==> src/sv/complex_arith_unit_core_defines.svh <==
// Assertion macros for the complex arithmetic unit.
// Used by the top level; expects i_clk and i_rst_n in scope.
`ifndef COMPLEX_ARITH_UNIT_CORE_DEFINES_SVH
`define COMPLEX_ARITH_UNIT_CORE_DEFINES_SVH

// Same-cycle implication, disabled during reset.
`define CAU_ASSERT_IMP(lbl, ante, cons, msg) \
    lbl: assert property (@(posedge i_clk) disable iff (!i_rst_n) (ante) |-> (cons)) \
        else $error(msg);

// Next-cycle implication, disabled during reset.
`define CAU_ASSERT_NXT(lbl, ante, cons, msg) \
    lbl: assert property (@(posedge i_clk) disable iff (!i_rst_n) (ante) |=> (cons)) \
        else $error(msg);

`endif

==> src/sv/cau_pkg.sv <==
// Package for the complex arithmetic unit: constants, operation codes,
// pipeline payload types and shared arithmetic helpers. No dependencies.
package cau_pkg;

    localparam int FRAC_BITS = 16;
    localparam int QB        = 33;
    localparam int CW        = 36;
    localparam int NCH       = 33;
    localparam int NSQ       = 32;
    localparam int NCD       = 31;
    localparam int STW       = 5;

    localparam logic signed [CW-1:0] PI_Q30 = CW'(64'd3373259426);

    typedef enum logic [2:0] {
        OP_ADD = 3'd0,
        OP_SUB = 3'd1,
        OP_MUL = 3'd2,
        OP_DIV = 3'd3,
        OP_MAG = 3'd4,
        OP_ANG = 3'd5,
        OP_SEL = 3'd6
    } t_op;

    typedef enum logic [1:0] {
        ST_OK       = 2'd0,
        ST_DIV_ZERO = 2'd1,
        ST_SAT      = 2'd2
    } t_status;

    typedef struct packed {
        logic [63:0]    rem;
        logic [QB-1:0]  sh;
        logic [QB-1:0]  q;
    } t_div;

    typedef struct packed {
        logic [63:0] v;
        logic [63:0] r;
    } t_sqrt;

    typedef struct packed {
        logic signed [CW-1:0] x;
        logic signed [CW-1:0] y;
        logic signed [CW-1:0] z;
    } t_cordic;

    typedef struct packed {
        logic               sat;
        logic signed [31:0] val;
    } t_s32;

    typedef struct packed {
        logic        neg;
        logic [63:0] mag;
    } t_sm;

    typedef struct packed {
        t_op                op;
        logic signed [31:0] ar;
        logic signed [31:0] ai;
        logic signed [31:0] br;
        logic signed [31:0] bi;
        logic [63:0]        p_rr;
        logic [63:0]        p_ii;
        logic [63:0]        p_ri;
        logic [63:0]        p_ir;
        logic [63:0]        s_aa;
        logic [63:0]        s_ai;
        logic [63:0]        s_bb;
        logic [63:0]        s_bi;
        logic signed [31:0] e_re;
        logic signed [31:0] e_im;
        t_status            e_st;
    } t_s1;

    typedef struct packed {
        t_op                op;
        logic signed [31:0] ar;
        logic signed [31:0] ai;
        logic signed [31:0] br;
        logic signed [31:0] bi;
        logic signed [31:0] e_re;
        logic signed [31:0] e_im;
        t_status            e_st;
        t_sm                m_re;
        t_sm                m_im;
        t_sm                d_re;
        t_sm                d_im;
        logic [63:0]        den;
        logic [63:0]        maga;
        logic [63:0]        magb;
    } t_s2;

    typedef struct packed {
        t_op                op;
        logic signed [31:0] e_re;
        logic signed [31:0] e_im;
        t_status            e_st;
        logic [63:0]        den;
        logic               zden;
        t_div               dre;
        t_div               dim;
        logic               neg_re;
        logic               neg_im;
        logic               big_re;
        logic               big_im;
        t_sqrt              sq;
        t_cordic            cd;
        logic               czero;
    } t_ch;

    typedef struct packed {
        t_op                op;
        logic signed [31:0] e_re;
        logic signed [31:0] e_im;
        t_status            e_st;
        logic               zden;
        logic [QB:0]        qr_re;
        logic               neg_re;
        logic               big_re;
        logic [QB:0]        qr_im;
        logic               neg_im;
        logic               big_im;
        logic [32:0]        sq_r;
        logic signed [31:0] ang;
    } t_rd;

    typedef struct packed {
        logic signed [31:0] re;
        logic signed [31:0] im;
        t_status            st;
        t_op                op;
    } t_rsp;

    function automatic logic signed [CW-1:0] atan_q30(input logic [STW-1:0] idx);
        logic signed [CW-1:0] v;
        case (idx)
            5'd0:    v = CW'(843314856);
            5'd1:    v = CW'(497837829);
            5'd2:    v = CW'(263043836);
            5'd3:    v = CW'(133525158);
            5'd4:    v = CW'(67021686);
            5'd5:    v = CW'(33543515);
            5'd6:    v = CW'(16775850);
            5'd7:    v = CW'(8388437);
            5'd8:    v = CW'(4194282);
            5'd9:    v = CW'(2097149);
            5'd10:   v = CW'(1048575);
            5'd11:   v = CW'(524287);
            5'd12:   v = CW'(262143);
            5'd13:   v = CW'(131071);
            5'd14:   v = CW'(65535);
            5'd15:   v = CW'(32767);
            5'd16:   v = CW'(16383);
            5'd17:   v = CW'(8191);
            5'd18:   v = CW'(4095);
            5'd19:   v = CW'(2047);
            5'd20:   v = CW'(1023);
            5'd21:   v = CW'(511);
            5'd22:   v = CW'(255);
            5'd23:   v = CW'(127);
            5'd24:   v = CW'(63);
            5'd25:   v = CW'(31);
            5'd26:   v = CW'(15);
            5'd27:   v = CW'(8);
            5'd28:   v = CW'(4);
            5'd29:   v = CW'(2);
            5'd30:   v = CW'(1);
            default: v = '0;
        endcase
        return v;
    endfunction

    function automatic t_s32 to_s32(input logic neg, input logic [63:0] mag);
        t_s32 o;
        o.sat = 1'b0;
        if (neg) begin
            if (mag > 64'h8000_0000) begin
                o.sat = 1'b1;
                o.val = 32'h8000_0000;
            end else begin
                o.val = 32'(-mag);
            end
        end else begin
            if (mag > 64'h7FFF_FFFF) begin
                o.sat = 1'b1;
                o.val = 32'h7FFF_FFFF;
            end else begin
                o.val = mag[31:0];
            end
        end
        return o;
    endfunction

    function automatic t_s32 sat33(input logic [32:0] s);
        t_s32 o;
        o.sat = (s[32] != s[31]);
        if (!o.sat) begin
            o.val = s[31:0];
        end else if (s[32]) begin
            o.val = 32'h8000_0000;
        end else begin
            o.val = 32'h7FFF_FFFF;
        end
        return o;
    endfunction

    function automatic t_sm sm65(input logic [64:0] s);
        t_sm o;
        logic [64:0] n;
        n = -s;
        o.neg = s[64];
        o.mag = s[64] ? n[63:0] : s[63:0];
        return o;
    endfunction

endpackage

==> src/sv/cau_sqrt_step.sv <==
// One digit-by-digit integer square root step, two radicand bits per step.
// Depends on cau_pkg.
module cau_sqrt_step
    import cau_pkg::*;
(
    input  t_sqrt          i_lane,
    input  logic [STW-1:0] i_step,
    output t_sqrt          o_lane
);

    logic [6:0]  w_sh;
    logic [63:0] w_bit;
    logic [63:0] w_sum;

    assign w_sh  = 7'd62 - {1'b0, i_step, 1'b0};
    assign w_bit = 64'd1 << w_sh;
    assign w_sum = i_lane.r + w_bit;

    always_comb begin
        if (i_lane.v >= w_sum) begin
            o_lane.v = i_lane.v - w_sum;
            o_lane.r = (i_lane.r >> 1) + w_bit;
        end else begin
            o_lane.v = i_lane.v;
            o_lane.r = i_lane.r >> 1;
        end
    end

endmodule

==> config.mk <==
export PLATFORM = sky130hd
export DESIGN_NAME = cau_sqrt_step
export DESIGN_NICKNAME = d
export VERILOG_FILES = /design/src/sv/complex_arith_unit_core_defines.svh /design/src/sv/cau_pkg.sv /design/src/sv/cau_sqrt_step.sv
export SDC_FILE = /design/constraint.sdc
export NUM_CORES = 1
export LEC_CHECK = 0
export BUFFER_PORTS_ARGS = -buffer_cell sky130_fd_sc_hd__buf_2
export CAP_MARGIN = 10
export CORE_MARGIN = 2
export CORE_UTILIZATION = 57
export DETAILED_ROUTE_END_ITERATION = 8
export PLACE_DENSITY_LB_ADDON = 0.1
export SLEW_MARGIN = 20
export SYNTH_ARGS = -nofsm -noshare
export SYNTH_HDL_FRONTEND = slang
export SYNTH_SLANG_ARGS = --single-unit
==> constraint.sdc <==
create_clock -name vclk -period 20.7
set_input_delay 4.14 -clock vclk [all_inputs]
set_output_delay 4.14 -clock vclk [all_outputs]
set_load 0.05 [all_outputs]
======== Word level (Yosys, flattened, before mapping) ========
Cells that the tools add are included.
storage, ports and cells
  flip-flop bits (word level) ............. 0
  word-level logic and storage cells ...... 7
  output and inout bits ................... 128
  input port bits ......................... 133
operators by class
  magnitude comparators ................... 1
  multiplexer cells ....................... 1
  add/subtract/negate cells ............... 4
  shifts and indexed selects .............. 1
operators with widths
  operator                                                             count
  128-bit two-way mux                                                  1
  63-bit by 64-bit adder with 64-bit output                            1
  64-bit adder                                                         1
  64-bit >= comparator                                                 1
  1-bit by 7-bit << shifter with 64-bit output (first input constant)  1
  64-bit subtractor                                                    1
  6-bit by 6-bit subtractor with 7-bit output (first input constant)   1

======== Longest topological paths before layout ========
  word-level depth ........................ 5
  gate-level depth with buffers ........... 30
  gate-level depth less buffers ........... 25

======== Least setup slack after synthesis ========
OpenSTA, ideal clock, no wires.
  kind .................................... input port to output port
  from .................................... input port i_step[1]
  to ...................................... output port o_lane[125] in the netlist's numbering
  path buffers ............................ 4
  arrival ................................. 10,464 ps
  stages .................................. 24
  data required time ...................... 16,560 ps
  path slack .............................. 6,096 ps
  path through ............................ or2_2 > clkbuf_1 > nor2_1 > ha_1 > a31oi_1 > a21boi_0 > a221oi_1 > o21ai_1 > a2111oi_1 > a211o_1 > a32o_2 > xnor2_1 > ha_1 > buf_2 > nand2_1 > nor4_2 > a221o_1 > a21o_1 > o21ai_1 > a2111oi_2 > a221oi_2 > buf_6 > buf_2 > o311ai_0
RTL lines
  element      line                text
  from (decl)  cau_sqrt_step.sv:7  input logic [STW-1:0] i_step,
  to (decl)    cau_sqrt_step.sv:8  output t_sqrt o_lane

==> metrics.csv <==
metric,value,unit
core-area,0.0180,mm^2
gp_congestion,1.04,
worstPathArrival,11.06,ns
die_w,140,um
die_h,140,um
syn_nets,1911,
hold_class,in2out,
hold_buffers,0,
critPathLaunchType,primary input,
post_cts_buffers,0,
p_comb_share,100.0,%
antenna_found_initial,1,
syn_inst,1651,
critPathBufInv,3,
p_per_area,39.5,mW/mm^2
num_vias,13100,
crit_fanout,123,
final_nets,2101,
endpoint_kind,output pin,
drcViolationCount,0,
rows,49,
cp_top_family,compound AO/OA/AOI/OAI gates,
cpMostUsedCell,a31oi_1,
vdd_drop_max,0.0346,mV
dp_hpwl,31000,um
ff_latch_area,0,um^2
drive_gt1_share,17.5,%
synth_top_area_share,15.0,%
finalSetupViolations,0,
seq_cell_count,0,
cp_num_cells,26,
sw_frac_of_total,71.5,%
cap_violations,0,
ant_nets,0,
grt_pass1_vias,11400,
synth_area_leaders,"ha_1, nand2_1, xor2_1, o21ai_0, xnor2_1",
wl_per_cell,17.6,um
yosysSeqAreaShare,0,%
holdWs,8.67,ns
synth_commonest_cells,"nand2_1, o21ai_0, nor2_1",
power_frac_clock,0,%
required,16.56,ns
grt_pass1_wl,57100,um
finalSetupTns,0,ns
drt_iter0_drc,1326,
grt_overflow,0,
grt_max_degree,124,
pwr-share-seq,0,%
cts_resized,0,
rsz0062_at_grt,no,
nClkBuffers,0,
postSynthAreaPerCell,6.37,um^2
die-area,0.0195,mm^2
layout-area-overhead-vs-synth,11.7,%
switchingPower,331,uW
worst_slew_pin_slew,1.03,ns
hold_depth,3,
cpMaxStageDelayCell,buf_4,
synth_most_common_cell,nand2_1,
synthesis.area,0.0105,mm^2
yosys.area.top_type,ha_1,
vias_per_cell,6.35,
status,"complete, no violations",
p_int,132,uW
pin_count,261,
first_pass_iters,6,
track_usage,34.5,%
start_util,58.3,%
finalWirelength,36400,um
fin_crit_sh,73.4,%
synth_cell_type_count,87,
critPathKind,in2out,
fin_crit,15.20,ns
port_buffers,261,
ys_warn_count,0,
final_max_slew_viol_count,0,
relSlewSlack,31.6,%
hold_viol_final,0,
fin_util,65.1,%
slowest_delay,0.84,ns
max_freq,65.8,MHz
leakage,0.00520,uW
[layout make-up]
class / instances / area (um^2)
antenna: 1 / 2.50
fill: 1807 / 6280
inverter: 42 / 158
multi-input combinational: 1534 / 9970
tap: 229 / 287
timing repair buffer: 263 / 1320
[per-stage QoR]
stage | area (um^2) | cells | total power, uW | setup slack, ns
2_1_floorplan | 10500 | 1651 | 351 | 6.10
3_3_place_gp | 11700 | 2068 | 452 | 5.83
3_5_place_dp | 11700 | 2068 | 456 | 5.74
4_1_cts | 11700 | 2068 | 457 | 5.74
5_1_grt | 11700 | 2069 | 496 | 5.13
6_report | 11700 | 2069 | 463 | 5.50
[cell usage in the layout (no fill, tap or decap), types with 6 or more instances in the layout]
master and instances:
ha_1 126, o211ai_1 18, nand4_1 43, nor4_1 7, a21o_1 36, o21bai_1 33
o21ai_1 15, nor2b_1 14, and3_1 18, o21ai_0 165, xor2_1 95, or3_1 8
nand2_1 250, inv_1 42, a31oi_1 61, nand2b_1 23, buf_2 261, a21oi_1 129
xnor2_1 82, and4_1 6, nand3_1 35, a211oi_1 7, or2_2 7, nor3_1 25
a31o_2 19, o31ai_1 13, nor2_1 151, mux2_2 7, nor3b_1 10, and2_1 21
[logic make-up after synthesis]
kind of cell    Yosys count  synth area share [%]
compound gates          575                  34.7
xor+xnor                177                  14.7
fa+ha+maj               128                  15.3
buf+inv                 117                  5.21
mux                       9                 0.940
simple gates            645                  29.1
[power groups by stage]
stage | sequential (uW) | clock (uW) | combinational, uW
after floorplan | 0 | 0 | 351
after global placement | 0 | 0 | 452
final | 0 | 0.00000649 | 463
after global routing | 0 | 0.00000649 | 496
after CTS | 0 | 0 | 457
after detailed placement | 0 | 0 | 456
[path summary, 6_finish.rpt]
kind         end  slack [ns]        from
max   o_lane[62]        5.50   i_step[1]
min   o_lane[59]        8.67  i_lane[60]
[per-layer routing]
layer,vias up,track usage [%],routed length (um),share of wire (%)
li1,6464,-,-,-
met1,5972,53.0,17200,47
met2,654,52.7,15000,41
met3,52,2.27,3400,9.3
met4,0,7.00,758,2.1
met5,-,0,0,0
No activity file was read; power rests on OpenSTA's default activity.
