### src/sv/complex_arith_unit_core_defines.svh
// Assertion macros for the complex arithmetic unit.
// Used by the top level; expects i_clk and i_rst_n in scope.
`ifndef COMPLEX_ARITH_UNIT_CORE_DEFINES_SVH
`define COMPLEX_ARITH_UNIT_CORE_DEFINES_SVH

// Same-cycle implication, disabled during reset.
`define CAU_ASSERT_IMP(lbl, ante, cons, msg) \
    lbl: assert property (@(posedge i_clk) disable iff (!i_rst_n) (ante) |-> (cons)) \
        else $error(msg);

// Next-cycle implication, disabled during reset.
`define CAU_ASSERT_NXT(lbl, ante, cons, msg) \
    lbl: assert property (@(posedge i_clk) disable iff (!i_rst_n) (ante) |=> (cons)) \
        else $error(msg);

`endif

### src/sv/cau_pkg.sv
// Package for the complex arithmetic unit: constants, operation codes,
// pipeline payload types and shared arithmetic helpers. No dependencies.
package cau_pkg;

    localparam int FRAC_BITS = 16;
    localparam int QB        = 33;
    localparam int CW        = 36;
    localparam int NCH       = 33;
    localparam int NSQ       = 32;
    localparam int NCD       = 31;
    localparam int STW       = 5;

    localparam logic signed [CW-1:0] PI_Q30 = CW'(64'd3373259426);

    typedef enum logic [2:0] {
        OP_ADD = 3'd0,
        OP_SUB = 3'd1,
        OP_MUL = 3'd2,
        OP_DIV = 3'd3,
        OP_MAG = 3'd4,
        OP_ANG = 3'd5,
        OP_SEL = 3'd6
    } t_op;

    typedef enum logic [1:0] {
        ST_OK       = 2'd0,
        ST_DIV_ZERO = 2'd1,
        ST_SAT      = 2'd2
    } t_status;

    typedef struct packed {
        logic [63:0]    rem;
        logic [QB-1:0]  sh;
        logic [QB-1:0]  q;
    } t_div;

    typedef struct packed {
        logic [63:0] v;
        logic [63:0] r;
    } t_sqrt;

    typedef struct packed {
        logic signed [CW-1:0] x;
        logic signed [CW-1:0] y;
        logic signed [CW-1:0] z;
    } t_cordic;

    typedef struct packed {
        logic               sat;
        logic signed [31:0] val;
    } t_s32;

    typedef struct packed {
        logic        neg;
        logic [63:0] mag;
    } t_sm;

    typedef struct packed {
        t_op                op;
        logic signed [31:0] ar;
        logic signed [31:0] ai;
        logic signed [31:0] br;
        logic signed [31:0] bi;
        logic [63:0]        p_rr;
        logic [63:0]        p_ii;
        logic [63:0]        p_ri;
        logic [63:0]        p_ir;
        logic [63:0]        s_aa;
        logic [63:0]        s_ai;
        logic [63:0]        s_bb;
        logic [63:0]        s_bi;
        logic signed [31:0] e_re;
        logic signed [31:0] e_im;
        t_status            e_st;
    } t_s1;

    typedef struct packed {
        t_op                op;
        logic signed [31:0] ar;
        logic signed [31:0] ai;
        logic signed [31:0] br;
        logic signed [31:0] bi;
        logic signed [31:0] e_re;
        logic signed [31:0] e_im;
        t_status            e_st;
        t_sm                m_re;
        t_sm                m_im;
        t_sm                d_re;
        t_sm                d_im;
        logic [63:0]        den;
        logic [63:0]        maga;
        logic [63:0]        magb;
    } t_s2;

    typedef struct packed {
        t_op                op;
        logic signed [31:0] e_re;
        logic signed [31:0] e_im;
        t_status            e_st;
        logic [63:0]        den;
        logic               zden;
        t_div               dre;
        t_div               dim;
        logic               neg_re;
        logic               neg_im;
        logic               big_re;
        logic               big_im;
        t_sqrt              sq;
        t_cordic            cd;
        logic               czero;
    } t_ch;

    typedef struct packed {
        t_op                op;
        logic signed [31:0] e_re;
        logic signed [31:0] e_im;
        t_status            e_st;
        logic               zden;
        logic [QB:0]        qr_re;
        logic               neg_re;
        logic               big_re;
        logic [QB:0]        qr_im;
        logic               neg_im;
        logic               big_im;
        logic [32:0]        sq_r;
        logic signed [31:0] ang;
    } t_rd;

    typedef struct packed {
        logic signed [31:0] re;
        logic signed [31:0] im;
        t_status            st;
        t_op                op;
    } t_rsp;

    function automatic logic signed [CW-1:0] atan_q30(input logic [STW-1:0] idx);
        logic signed [CW-1:0] v;
        case (idx)
            5'd0:    v = CW'(843314856);
            5'd1:    v = CW'(497837829);
            5'd2:    v = CW'(263043836);
            5'd3:    v = CW'(133525158);
            5'd4:    v = CW'(67021686);
            5'd5:    v = CW'(33543515);
            5'd6:    v = CW'(16775850);
            5'd7:    v = CW'(8388437);
            5'd8:    v = CW'(4194282);
            5'd9:    v = CW'(2097149);
            5'd10:   v = CW'(1048575);
            5'd11:   v = CW'(524287);
            5'd12:   v = CW'(262143);
            5'd13:   v = CW'(131071);
            5'd14:   v = CW'(65535);
            5'd15:   v = CW'(32767);
            5'd16:   v = CW'(16383);
            5'd17:   v = CW'(8191);
            5'd18:   v = CW'(4095);
            5'd19:   v = CW'(2047);
            5'd20:   v = CW'(1023);
            5'd21:   v = CW'(511);
            5'd22:   v = CW'(255);
            5'd23:   v = CW'(127);
            5'd24:   v = CW'(63);
            5'd25:   v = CW'(31);
            5'd26:   v = CW'(15);
            5'd27:   v = CW'(8);
            5'd28:   v = CW'(4);
            5'd29:   v = CW'(2);
            5'd30:   v = CW'(1);
            default: v = '0;
        endcase
        return v;
    endfunction

    function automatic t_s32 to_s32(input logic neg, input logic [63:0] mag);
        t_s32 o;
        o.sat = 1'b0;
        if (neg) begin
            if (mag > 64'h8000_0000) begin
                o.sat = 1'b1;
                o.val = 32'h8000_0000;
            end else begin
                o.val = 32'(-mag);
            end
        end else begin
            if (mag > 64'h7FFF_FFFF) begin
                o.sat = 1'b1;
                o.val = 32'h7FFF_FFFF;
            end else begin
                o.val = mag[31:0];
            end
        end
        return o;
    endfunction

    function automatic t_s32 sat33(input logic [32:0] s);
        t_s32 o;
        o.sat = (s[32] != s[31]);
        if (!o.sat) begin
            o.val = s[31:0];
        end else if (s[32]) begin
            o.val = 32'h8000_0000;
        end else begin
            o.val = 32'h7FFF_FFFF;
        end
        return o;
    endfunction

    function automatic t_sm sm65(input logic [64:0] s);
        t_sm o;
        logic [64:0] n;
        n = -s;
        o.neg = s[64];
        o.mag = s[64] ? n[63:0] : s[63:0];
        return o;
    endfunction

endpackage

### src/sv/cau_div_step.sv
// One restoring division step: shifts in one dividend bit, yields one quotient bit.
// Depends on cau_pkg.
module cau_div_step
    import cau_pkg::*;
(
    input  t_div        i_lane,
    input  logic [63:0] i_den,
    output t_div        o_lane
);

    logic [64:0] w_rem2;
    logic [64:0] w_den;

    assign w_rem2 = {i_lane.rem, i_lane.sh[QB-1]};
    assign w_den  = {1'b0, i_den};

    always_comb begin
        o_lane.sh = i_lane.sh << 1;
        if (w_rem2 >= w_den) begin
            o_lane.rem = 64'(w_rem2 - w_den);
            o_lane.q   = {i_lane.q[QB-2:0], 1'b1};
        end else begin
            o_lane.rem = w_rem2[63:0];
            o_lane.q   = {i_lane.q[QB-2:0], 1'b0};
        end
    end

endmodule

### config.mk
export PLATFORM = sky130hd
export DESIGN_NAME = cau_div_step
export DESIGN_NICKNAME = d
export VERILOG_FILES = /design/src/sv/complex_arith_unit_core_defines.svh /design/src/sv/cau_pkg.sv /design/src/sv/cau_div_step.sv
export SDC_FILE = /design/constraint.sdc
export NUM_CORES = 1
export LEC_CHECK = 0
export BUFFER_PORTS_ARGS = -buffer_cell sky130_fd_sc_hd__buf_2
export CORE_AREA = 3 3 124 126
export DETAILED_ROUTE_END_ITERATION = 12
export DIE_AREA = 0 0 127 129
export PLACE_DENSITY = 0.7
export SLEW_MARGIN = 20
export SYNTH_ARGS = -nofsm -noshare
export SYNTH_HDL_FRONTEND = slang
export SYNTH_SLANG_ARGS = --single-unit
### constraint.sdc
create_clock -name vclk -period 4.33
set_input_delay 0.433 -clock vclk [all_inputs]
set_output_delay 0.433 -clock vclk [all_outputs]
set_load 0.01 [all_outputs]
Word-level counts from Yosys, hierarchy flattened
Cells that the tools add are included.
{ "word_totals": {"reg_bits": 0, "in_bits": 194, "output_inout_bits": 130} }
{ "classes": {"addsub": 1, "magnitude_cmp": 1, "n_mux": 2} }
{ "ops": {"columns": ["cell", "n"], "rows": [
  ["$ge A65 B64 Y1", 1],
  ["$mux W64", 1],
  ["$sub A64 B64 Y64", 1],
  ["$mux W1", 1]
]} }

Longest topological paths before layout
{ "depth": {"ltp_word": 2, "ltp_mapped": 14, "depth_no_buf": 13} }

Least setup slack after synthesis
Ideal clock, no wire load.
{ "synth_timing": {"kind": "input to output", "start": "in i_den[34]", "end": "out o_lane[123] (netlist name)", "arrival_ns": 3.277, "required_ns": 3.897, "setup_slack_ns": 0.620, "path_stages": 13, "path_buffers": 1, "cell_sequence": "inv_1 > ha_1 > a21oi_2 > o21bai_1 > a21oi_1 > o21ai_0 > a221o_1 > a41oi_2 > o32ai_1 > o311a_4 > a31oi_4 > buf_6 > mux2_1"} }
{ "synth_rtl": {"columns": ["item", "line", "rtl"], "rows": [
  ["start, declared", "cau_div_step.sv:7", "input logic [63:0] i_den,"],
  ["end, declared", "cau_div_step.sv:8", "output t_div o_lane"]
]} }

==> metrics.md <==
| Metric | Value |
|---|---|
| Post-Synth XOR/XNOR Area | 0.0955 |
| Syn Nets | 1,046 |
| Worst Path Arrival | 3700 ps |
| Vias per cell | 5.37 |
| Main combinational cell family by area after synthesis | compound AO/OA/AOI/OAI gates |
| # Max-Cap Violations | 0 |
| Sequential cell area | 0 um2 |
| Final ANT Viol Nets | 0 |
| Initial DRT Pass Iterations | 7 |
| Simple-Gate Fraction of Synth Area | 0.162 |
| Slew Limit Fails | 0 |
| Clock buf count | 0 |
| Pre-CTS setup slack | 80.1 ps |
| Crit share post-route | 0.955 |
| Total power | 1.09 mW |
| Worst path slowest cell | ha_1 |
| Largest fanout on the critical path | 24 |
| Final Hold Fails | 0 |
| Ports | roughly 320 |
| Finished Cell Area | 6230 um2 |
| DIE AREA | 16,400 um2 |
| Clock network power share | 0 |
| Synth top area share | 0.148 |
| Outcome | finished, final reports clean |
| Total global routing overflow | 0 |
| Vias in the first global route | 5,414 |
| Mapped Cells | approximately 790 |
| Post-Syn Area | between 5000 and 6000 um2 |
| IR drop worst, VDD | around 0.00008 V |
| Crit-path max cell delay | 390 ps |
| Hold buffer count at CTS | 0 |
| Final GP Congestion | 0.897 |
| Die Width | 127 um |
| Most Frequent Cell on Critical Path | buf_2 |
| Synth Area in Adders | 0.152 |
| Switch Pwr | 588 uW |
| Post-synthesis compound-gate area fraction | 0.279 |
| DRC viols | 0 |
| CP Cell Sequence | buf_2 > ha_1 > a21oi_1 > o21ai_0 > nand2_1 > o2111ai_1 > a221o_1 > a41oi_2 > o32ai_2 > o311a_4 > a31oi_4 > buf_4 > buf_12 > mux2_1 > buf_2 |
| FP Rows | 44 |
| Synth area leaders | ha_1 15%, mux2_1 11%, buf_4 9.0%, a21oi_1 7.1%, inv_1 5.9% |
| First-pass GRT wire length | around 26,000 um |
| Largest net degree at the start of global routing | 49 |
| Worst slew pin tran | around 500 ps |
| Yosys top cell by area | ha_1 |
| Sw Ratio | 0.542 |
| Post-synthesis mux area share | 0.130 |
| Final HPWL DP | about 14,000 um |
| PnR worst setup slack | ~190 ps |
| Yosys Warn Count | 0 |
| Num sequential | 0 |
| Antenna violations before repair | 0 |
| Power Internal | 497 uW |
| Total track usage | 0.181 |
| Seq pwr share | 0 |
| Final min period | 4140 ps |
| WL final | 16,700 um |
| Slew margin rel. | 0.662 |
| Final #Nets | 1,174 |
| Seq/Total Area, Yosys | 0 |
| Max Fclk | 242 MHz |
| DP Area | 6160 um2 |
| Leak | 3.24 nW |
| Logic pwr share | 1.000 |
| Die height | 129 um |
| Worst setup SP type | primary input |
| Avg WL per Cell | about 15 um |
| Worst Setup End Kind | output pin |
| Core box area | between 10,000 and 15,000 um2 |
| Required time at the worst-slack endpoint | about 3900 ps |
| Setup CP Type | in2out |
| Layout cells sized above 1 | 0.269 |
| Via Count | between 5,000 and 6,000 |
| Syn_area_per_cell | 6.88 um2 |
| Commonest cells post-synth | 85 x inv_1, 77 x a21oi_1, 69 x nand2_1 |
| Layout area overhead | 15.1% |
| Pwr/cell area | 174 nW/um2 |
| # port buffers | 194 |
| Diodes inserted | 0 |
| Setup Viol. Count Final | 0 |
| Worst hold path type | in2out |
| Initial Utilization | 0.375 |
| Most numerous cell in the Yosys netlist | inv_1 |
| Initial DRC count | around 440 |
| Distinct cell type count after synthesis | between 60 and 70 |
==> logic make-up (layout without fill, tap and decap cells) <==
family	count (synthesis)	after routing
mux	63	63
fa+ha+maj	65	65
compound gates	234	234
other cells	1	1
simple gates	182	182
buf+inv	183	309
xor+xnor	59	59
==> critical path: cells and delay by family <==
| family | cells | cell delay, ps |
|---|---|---|
| fa+ha+maj | 1 | 390 |
| mux | 1 | 350 |
| simple gates | 1 | 90 |
| buf+inv | 4 | 580 |
| compound gates | 8 | 1830 |
==> layer usage <==
metal	GRT usage	vias to the layer above	wire, um
li1	-	2983	-
met1	0.246	2675	7470
met3	0.0112	14	1180
met4	0.0208	0	150
met2	0.324	223	7930
met5	0	-	0
==> layout make-up <==
class | count | area [um2]
Multi-Input combinational cell | 604 | 4450
Fill cell | 1551 | 8200
Tap cell | 184 | 230
Timing Repair Buffer | 224 | 1230
Inverter | 85 | 319
==> metrics by stage <==
stage / instances / setup TNS, ps / hold WS, ps / utilization
CTS: 1093 / 0 / 866 / 0.427
global route: 1097 / -2.67 / 866 / 0.432
floorplan: 787 / 0 / 958 / -
detailed placement: 1093 / 0 / 866 / 0.427
global placement: 1093 / 0 / 866 / 0.427
finish: 1097 / 0 / 866 / 0.432
==> final timing paths <==
path / end / slack (ps) / depth (start not counted) / startpoint
max: o_lane[107] / 190 / 15 / i_lane[89]
min: o_lane[11] / 870 / 0 / i_lane[10]
==> timing repair <==
item | 4_1_cts | 5_1_grt
setup endpoints to repair | 0 | 61
setup buffers | 0 | 2
endpoints found under the hold margin | 0 | 0
resized for setup | 0 | 4
==> layout by cell type (no fill, tap or decap), types with 3 or more instances in the layout <==
cell type,instances
o21a_1,5
ha_1,64
nor4_1,6
mux2_1,55
nand2_1,69
a31o_2,3
nand4_1,18
nor3_1,9
a21oi_2,4
nor2b_1,6
a31oi_1,13
mux2_2,5
buf_2,194
o31ai_1,4
o21ai_1,3
and3_1,11
xor2_1,24
a21o_1,33
xnor2_1,35
o21bai_1,10
o21ai_0,45
and2_1,7
nor2_1,29
o211ai_1,4
buf_4,26
nand2b_1,6
a211oi_1,4
a21oi_1,76
nand3_1,14
mux2i_1,3
a221o_1,3
inv_1,85
==> power groups by stage <==
stage	registers [mW]	clock network [mW]	logic [mW]
3_3_place_gp	0	0	1.06
2_1_floorplan	0	0	0.771
6_report	0	0	1.09
3_5_place_dp	0	0	1.06
4_1_cts	0	0	1.07
5_1_grt	0	0	1.20
Note: power is estimated with default switching activity, not from simulation.
